<file path="src/rtl/lrpe_pkg.sv">
// Shared constants, command/status types and address helpers for the LR parse engine.
// Used by the controller, the datapath, the top level and the port checker.
package lrpe_pkg;

  // Table and stack sizes.
  localparam int STATES       = 256;
  localparam int SYMBOLS      = 64;
  localparam int RULES        = 64;
  localparam int STACK_DEPTH  = 64;
  localparam int REDUCE_LIMIT = 64;

  localparam int ACT_DEPTH = STATES * SYMBOLS;
  localparam int ACT_AW    = $clog2(ACT_DEPTH);
  localparam int RULE_AW   = (RULES > 1) ? $clog2(RULES) : 1;
  localparam int STK_AW    = $clog2(STACK_DEPTH);
  localparam int TOP_W     = $clog2(STACK_DEPTH + 1);

  // Field widths.
  localparam int OP_W   = 2;
  localparam int ST_W   = 8;
  localparam int SYM_W  = 6;
  localparam int KIND_W = 3;
  localparam int TGT_W  = 8;
  localparam int RIDX_W = 6;
  localparam int LEN_W  = 4;
  localparam int LHS_W  = 6;
  localparam int STAT_W = 2;
  localparam int RED_W  = 8;
  localparam int ACT_DW = KIND_W + TGT_W;
  localparam int RULE_DW = LEN_W + LHS_W;

  // Request operations.
  localparam logic [OP_W-1:0] OP_WRITE_ACTION = 2'd0;
  localparam logic [OP_W-1:0] OP_WRITE_RULE   = 2'd1;
  localparam logic [OP_W-1:0] OP_RESTART      = 2'd2;
  localparam logic [OP_W-1:0] OP_FEED         = 2'd3;

  // Action entry kinds.
  localparam logic [KIND_W-1:0] KIND_REJECT = 3'd0;
  localparam logic [KIND_W-1:0] KIND_SHIFT  = 3'd1;
  localparam logic [KIND_W-1:0] KIND_REDUCE = 3'd2;
  localparam logic [KIND_W-1:0] KIND_GOTO   = 3'd3;
  localparam logic [KIND_W-1:0] KIND_ACCEPT = 3'd4;

  // Result status codes; the first three double as the parse outcome.
  localparam logic [STAT_W-1:0] ST_SHIFTED  = 2'd0;
  localparam logic [STAT_W-1:0] ST_ACCEPTED = 2'd1;
  localparam logic [STAT_W-1:0] ST_REJECTED = 2'd2;
  localparam logic [STAT_W-1:0] ST_ACK      = 2'd3;

  // Commands from the controller to the datapath.
  typedef struct packed {
    logic              capture;
    logic              clear_step;
    logic              act_write;
    logic              rule_write;
    logic              restart;
    logic              red_clear;
    logic              rd_act_cur;
    logic              rd_act_goto;
    logic              rd_rule;
    logic              rd_stack;
    logic              push_shift;
    logic              push_goto;
    logic              decide;
    logic [STAT_W-1:0] dec_outcome;
    logic              dec_fault;
    logic              out_load;
  } lrpe_cmd_t;

  // Status from the datapath to the controller.
  typedef struct packed {
    logic              clear_last;
    logic [OP_W-1:0]   op;
    logic              running;
    logic [KIND_W-1:0] act_kind;
    logic              target_ok;
    logic              red_at_limit;
    logic              stack_full;
    logic              len_underflow;
    logic              newtop_full;
    logic              out_free;
  } lrpe_stat_t;

  // Flat action table address of a state row and symbol column.
  function automatic logic [ACT_AW-1:0] act_addr(input logic [ST_W-1:0] st,
                                                 input logic [SYM_W-1:0] sym);
    return ACT_AW'(st) * ACT_AW'(SYMBOLS) + ACT_AW'(sym);
  endfunction

  // True when the state and symbol fall inside the table.
  function automatic logic act_in_range(input logic [ST_W-1:0] st,
                                        input logic [SYM_W-1:0] sym);
    return (32'(st) < STATES) && (32'(sym) < SYMBOLS);
  endfunction

endpackage

</file>
<file path="src/rtl/lrpe_ctrl.sv">
// Sequencer of the LR parse engine: table clearing, request dispatch and the
// reduce/goto loop. Depends on lrpe_pkg; drives the datapath by lrpe_cmd_t.
module lrpe_ctrl (
  input  logic               clk,
  input  logic               rst_n,
  input  logic               in_valid,
  output logic               in_stall,
  input  lrpe_pkg::lrpe_stat_t stat,
  output lrpe_pkg::lrpe_cmd_t  cmd
);
  import lrpe_pkg::*;

  localparam logic [3:0] S_CLEAR = 4'd0;
  localparam logic [3:0] S_IDLE  = 4'd1;
  localparam logic [3:0] S_EXEC  = 4'd2;
  localparam logic [3:0] S_FETCH = 4'd3;
  localparam logic [3:0] S_ACT   = 4'd4;
  localparam logic [3:0] S_RULE  = 4'd5;
  localparam logic [3:0] S_STK   = 4'd6;
  localparam logic [3:0] S_GOTO  = 4'd7;
  localparam logic [3:0] S_DONE  = 4'd8;

  logic [3:0] state_r, state_nxt;

  // A new request is taken only while the sequencer waits in idle.
  assign in_stall = (state_r != S_IDLE);

  // State register.
  always_ff @(posedge clk) begin
    if (!rst_n) begin
      state_r <= S_CLEAR;
    end else begin
      state_r <= state_nxt;
    end
  end

  // Next state and command decode.
  always_comb begin
    state_nxt = state_r;
    cmd       = '0;
    unique case (state_r)
      S_CLEAR: begin
        cmd.clear_step = 1'b1;
        if (stat.clear_last) state_nxt = S_IDLE;
      end
      S_IDLE: begin
        if (in_valid) begin
          cmd.capture = 1'b1;
          state_nxt   = S_EXEC;
        end
      end
      S_EXEC: begin
        state_nxt = S_DONE;
        unique case (stat.op)
          OP_WRITE_ACTION: cmd.act_write  = 1'b1;
          OP_WRITE_RULE:   cmd.rule_write = 1'b1;
          OP_RESTART:      cmd.restart    = 1'b1;
          OP_FEED: begin
            // A decided parse just repeats its latched result.
            if (stat.running) begin
              cmd.red_clear = 1'b1;
              state_nxt     = S_FETCH;
            end
          end
          default: ;
        endcase
      end
      S_FETCH: begin
        cmd.rd_act_cur = 1'b1;
        state_nxt      = S_ACT;
      end
      S_ACT: begin
        state_nxt = S_DONE;
        unique case (stat.act_kind)
          KIND_SHIFT: begin
            if (stat.stack_full) begin
              cmd.decide      = 1'b1;
              cmd.dec_outcome = ST_REJECTED;
              cmd.dec_fault   = 1'b1;
            end else begin
              cmd.push_shift = 1'b1;
            end
          end
          KIND_ACCEPT: begin
            cmd.decide      = 1'b1;
            cmd.dec_outcome = ST_ACCEPTED;
          end
          KIND_REDUCE: begin
            if (!stat.target_ok) begin
              cmd.decide      = 1'b1;
              cmd.dec_outcome = ST_REJECTED;
            end else if (stat.red_at_limit) begin
              cmd.decide      = 1'b1;
              cmd.dec_outcome = ST_REJECTED;
              cmd.dec_fault   = 1'b1;
            end else begin
              cmd.rd_rule = 1'b1;
              state_nxt   = S_RULE;
            end
          end
          default: begin
            cmd.decide      = 1'b1;
            cmd.dec_outcome = ST_REJECTED;
          end
        endcase
      end
      S_RULE: begin
        // Pop the rule length; running out of stack, or a full stack left for the goto push, is a fault.
        if (stat.len_underflow || stat.newtop_full) begin
          cmd.decide      = 1'b1;
          cmd.dec_outcome = ST_REJECTED;
          cmd.dec_fault   = 1'b1;
          state_nxt       = S_DONE;
        end else begin
          cmd.rd_stack = 1'b1;
          state_nxt    = S_STK;
        end
      end
      S_STK: begin
        cmd.rd_act_goto = 1'b1;
        state_nxt       = S_GOTO;
      end
      S_GOTO: begin
        if (stat.act_kind == KIND_GOTO) begin
          cmd.push_goto = 1'b1;
          state_nxt     = S_FETCH;
        end else begin
          cmd.decide      = 1'b1;
          cmd.dec_outcome = ST_REJECTED;
          state_nxt       = S_DONE;
        end
      end
      S_DONE: begin
        if (stat.out_free) begin
          cmd.out_load = 1'b1;
          state_nxt    = S_IDLE;
        end
      end
      default: state_nxt = S_CLEAR;
    endcase
  end

endmodule

</file>
<file path="config.mk">
export PLATFORM = sky130hd
export DESIGN_NAME = lrpe_ctrl
export DESIGN_NICKNAME = d
export VERILOG_FILES = /design/src/rtl/lrpe_pkg.sv /design/src/rtl/lrpe_ctrl.sv
export SDC_FILE = /design/constraint.sdc
export NUM_CORES = 1
export LEC_CHECK = 0
export CAP_MARGIN = 20
export CORE_AREA = 2 2 39 41
export DETAILED_ROUTE_END_ITERATION = 8
export DIE_AREA = 0 0 41 43
export DONT_BUFFER_PORTS = 1
export PLACE_DENSITY = 0.7
export SETUP_SLACK_MARGIN = 0.02
export SKIP_LAST_GASP = 1
export SLEW_MARGIN = 20
export SYNTH_ARGS = -nofsm -noshare
export SYNTH_HDL_FRONTEND = slang
export SYNTH_SLANG_ARGS = --single-unit
</file>
<file path="constraint.sdc">
create_clock -name clk -period 1.73 [get_ports clk]
set_clock_uncertainty 0.1 [all_clocks]
set_input_delay 0.346 -clock clk [delete_from_list [all_inputs] [get_ports clk]]
set_output_delay 0.346 -clock clk [all_outputs]
set_load 0.02 [all_outputs]
</file>
## Yosys cells after proc, flatten, opt, wreduce, memory -nomap -nowiden

Cells that the tools add are included.

- Register bits: 4
- Bits of input ports: 16
- Output and inout bits: 18
- Word-level logic and storage cells: 69

- Equal/unequal tests: 19
- Muxes and demuxes: 45
- Reductions and logical operators: 4

Operators by type and width:

| cell | number |
|---|---|
| $mux W4 | 14 |
| $pmux W4 S9 | 1 |
| $mux W1 | 24 |
| $pmux W3 S3 | 2 |
| $eq A4 B3 Y1 const B | 4 |
| $eq A4 B2 Y1 const B | 2 |
| $eq A3 B2 Y1 const B | 2 |
| $mux W3 | 2 |
| $ne A2 B2 Y1 const B | 3 |
| $eq A2 B2 Y1 const B | 2 |
| $eq A4 B1 Y1 const B | 1 |
| $eq A4 B4 Y1 const B | 1 |
| $logic_not A4 Y1 | 1 |
| $ne A4 B1 Y1 const B | 1 |
| $pmux W1 S2 | 2 |
| $eq A3 B1 Y1 const B | 1 |
| $eq A3 B3 Y1 const B | 1 |
| $reduce_and A3 Y1 | 1 |
| $eq A2 B1 Y1 const B | 1 |
| $logic_not A2 Y1 | 1 |
| $logic_or A1 B1 Y1 | 1 |

## Depth between registers and ports, before layout

- Depth in word-level cells: 4
- Gate-level depth with buffers: 6
- Mapped depth without buffers: 4

## Worst setup path before layout

Ideal clock, no wire load.

- Kind: reg2out
- From: register state_r[2]
- To: output port cmd[4] (netlist name)
- Arrival time: 1,874 ps
- Data required time: 1,284 ps
- Path slack: -590 ps
- Stages on the path, launching flop included: 7
- Buffers on the path: 2
- Cells stage by stage: dfxtp_1 -> buf_6 -> nand2b_1 -> or3_1 -> clkbuf_1 -> o31ai_1 -> or2_1

RTL lines:

| what | RTL line | text |
|---|---|---|
| start: declaration | lrpe_ctrl.sv:23 | `logic [3:0] state_r, state_nxt;` |
| start signal: assignment | lrpe_ctrl.sv:33 | `state_r <= state_nxt;` |
| end: declaration | lrpe_ctrl.sv:9 | `output lrpe_pkg::lrpe_cmd_t cmd` |

==> qor.yml <==
initial_utilization: 0.427
min_path_cells: 2
rsz0062_at_grt: "true"
crit_path_end_kind: "primary output"
critPathLaunch: "state_r[3]"
largest_register: "state_r"
cts_root_buf: "clkbuf_4"
clk_latency_ns: 0.25
startpoint_type: "flop"
cap_violations: 0
syn_inst: 89
cp_data_required_time_ns: 1.28
syn_nets: 105
status: "finished with violations"
fin_crit_sh: 1.12
numCtsBuffers: 3
worst-r2r-cell-count: 5
whs_ns: 0.110
antenna_found_initial: 0
htree_levels: 1
grt_max_degree: 15
p_leak_nw: 0.398
mostFrequentLayoutCells: "buf_4 (18), buf_6 (8), nor2_1 (7), o21ai_0 (7)"
min_from: "rst_n"
yosys.cell_types.count: 36
drt_iter0_markers: 6
setup_viol: 11
routed_via_density: 6.00
final_hold_viol_count: 0
worstMarginPinSlew_ns: 0.371
diodes: 0
finalNonFillerCells: 128
core-area_um2: 1380
layout.nets: 130
failed_checks: "negative setup slack"
place_congestion: 0.858
ff2ff_setup_slack_ns: -0.01
largest_reg_flops: 4
period_minus_slack_ns: 1.94
r2r-end: "state_r[0]"
largestRegisters: "state_r x4"
crit_type: "reg -> out"
vias: 768
setup_slack_ns: -0.206
port_buffers: 0
ys_warn_count: 0
row_count: 14
syn_area_per_cell_um2: 6.64
path_max_fanout: 6
power.density_nw_per_um2: 819
dp.cells: 125
cts_sinks: 4
ios: 34
grt_pass1_vias: 712
ys_seq_area_frac: 0.136
layout_commonest_cell: "buf_4"
fmaxAchievable_mhz: 517
synthesis.area_um2: 591
report.final.slew_viol_count: 0
drt-total-wl_um: 1930
ir_drop_uv: 614
tritoncts: "done"
ant_nets: 0
holdPathEnd: "state_r[2]"
dp_hpwl_um: 1470
maxSlewHeadroom: 0.751
wl_per_cell_um: 15.0
hp-class: "in -> reg"
die_area_um2: 1760
clk_pin_slew_ns: 0.05
route.detailed.drc: 0
reg2reg_from: "state_r[3]"
area_delta_synth_final_pct: 71.4
cp_data_arrival_time_ns: 1.49
drive_gt1_frac: 0.545
overflow: 0
dr.pass1.iters: 6
die_h_um: 43
ys_seq_elements: 4
clk_path_buf_depth: 2
grt_pass1_wl_um: 2950
grt_usage: 0.244
die_x_um: 41
## worst max-delay path by stage
stage / endpoint / cells after the start
3_3_place_gp: cmd[4] / 4
3_5_place_dp: cmd[4] / 4
4_1_cts: cmd[4] / 4
2_1_floorplan: cmd[4] / 4
6_report: cmd[4] / 4
5_1_grt: cmd[4] / 4
## worst max-delay path, stage by stage, from the launching register on
cell and delay (ns):
dfxtp_2 0.33, nand2b_4 0.14, or3_4 0.39, o31ai_4 0.20
or2_4 0.18
## Yosys cell counts (all sizes together)
cell type	count	area, µm²
nand4b	1	8.76
nor3b	3	22.5
or4b	1	10.0
buf	1	11.3
o2111ai	1	8.76
a221o	1	10.0
nand3	2	10.0
nor2b	4	25.0
clkbuf	6	22.5
a21oi	4	23.8
a2bb2oi	3	32.5
a32o	1	10.0
nand2b	4	25.0
o211ai	1	7.51
o31ai	1	7.51
nand2	5	18.8
or2	3	18.8
nor4b	1	8.76
nor2	10	37.5
or3	2	12.5
and3	2	12.5
nor4	2	12.5
dfxtp	4	80.1
and4b	1	10.0
nand3b	2	15.0
a32oi	1	8.76
o21a	1	7.51
inv	2	7.51
a31oi	2	12.5
or4bb	1	11.3
o22ai	1	6.26
nor3	8	40.0
o21ai	7	35.0
## layout make-up
cell class	instances	area [µm²]
clock buffer	3	22.5
fill	116	372
inverter	2	7.51
multi-input combinational	76	634
sequential	4	87.6
tap	16	20.0
timing repair buffer	27	240
## metal layers
layer  GRT usage  up-vias  part of all wire
met5           0        -                 0
met4      0.0400        0             0.012
met3      0.0995        6             0.076
met2       0.413       36              0.50
met1       0.276      344              0.41
li1            -      382                 -
## power by group
group          internal, mW  switching [mW]  leakage, nW  total, mW
Sequential            0.118          0.0361       0.0346      0.154
Combinational         0.260           0.286        0.349      0.546
Clock                0.0784          0.0497       0.0138      0.128
Total                 0.457           0.372        0.398      0.829
## repair_timing
action	in CTS	in global routing
gates resized for setup	12	14
setup buffers	0	1
endpoints found under the hold margin	0	0
setup endpoints to repair	17	17
pin swaps	5	9
hold buffers	0	0
## stage by stage
stage               area (µm²)  power (mW)  setup WS (ns)  TNS [ns]   util
floorplan                  713       0.487         -0.204    -0.225      -
global placement           891       0.614         -0.161    -0.536  0.644
detailed placement         891       0.623         -0.170    -0.588  0.644
CTS                        955       0.775         -0.208     -1.85  0.690
global route              1010       0.883         -0.261     -2.21  0.731
finish                    1010       0.829         -0.206     -1.67  0.731
## kinds of logic after synthesis
group	Yosys count	share of synthesized area
and+or+nand+nor	52	0.506
DFF	4	0.136
AOI/OAI and AO/OA	24	0.288
buffers and inverters	9	0.0699
Power figures use the tool's default switching activity.
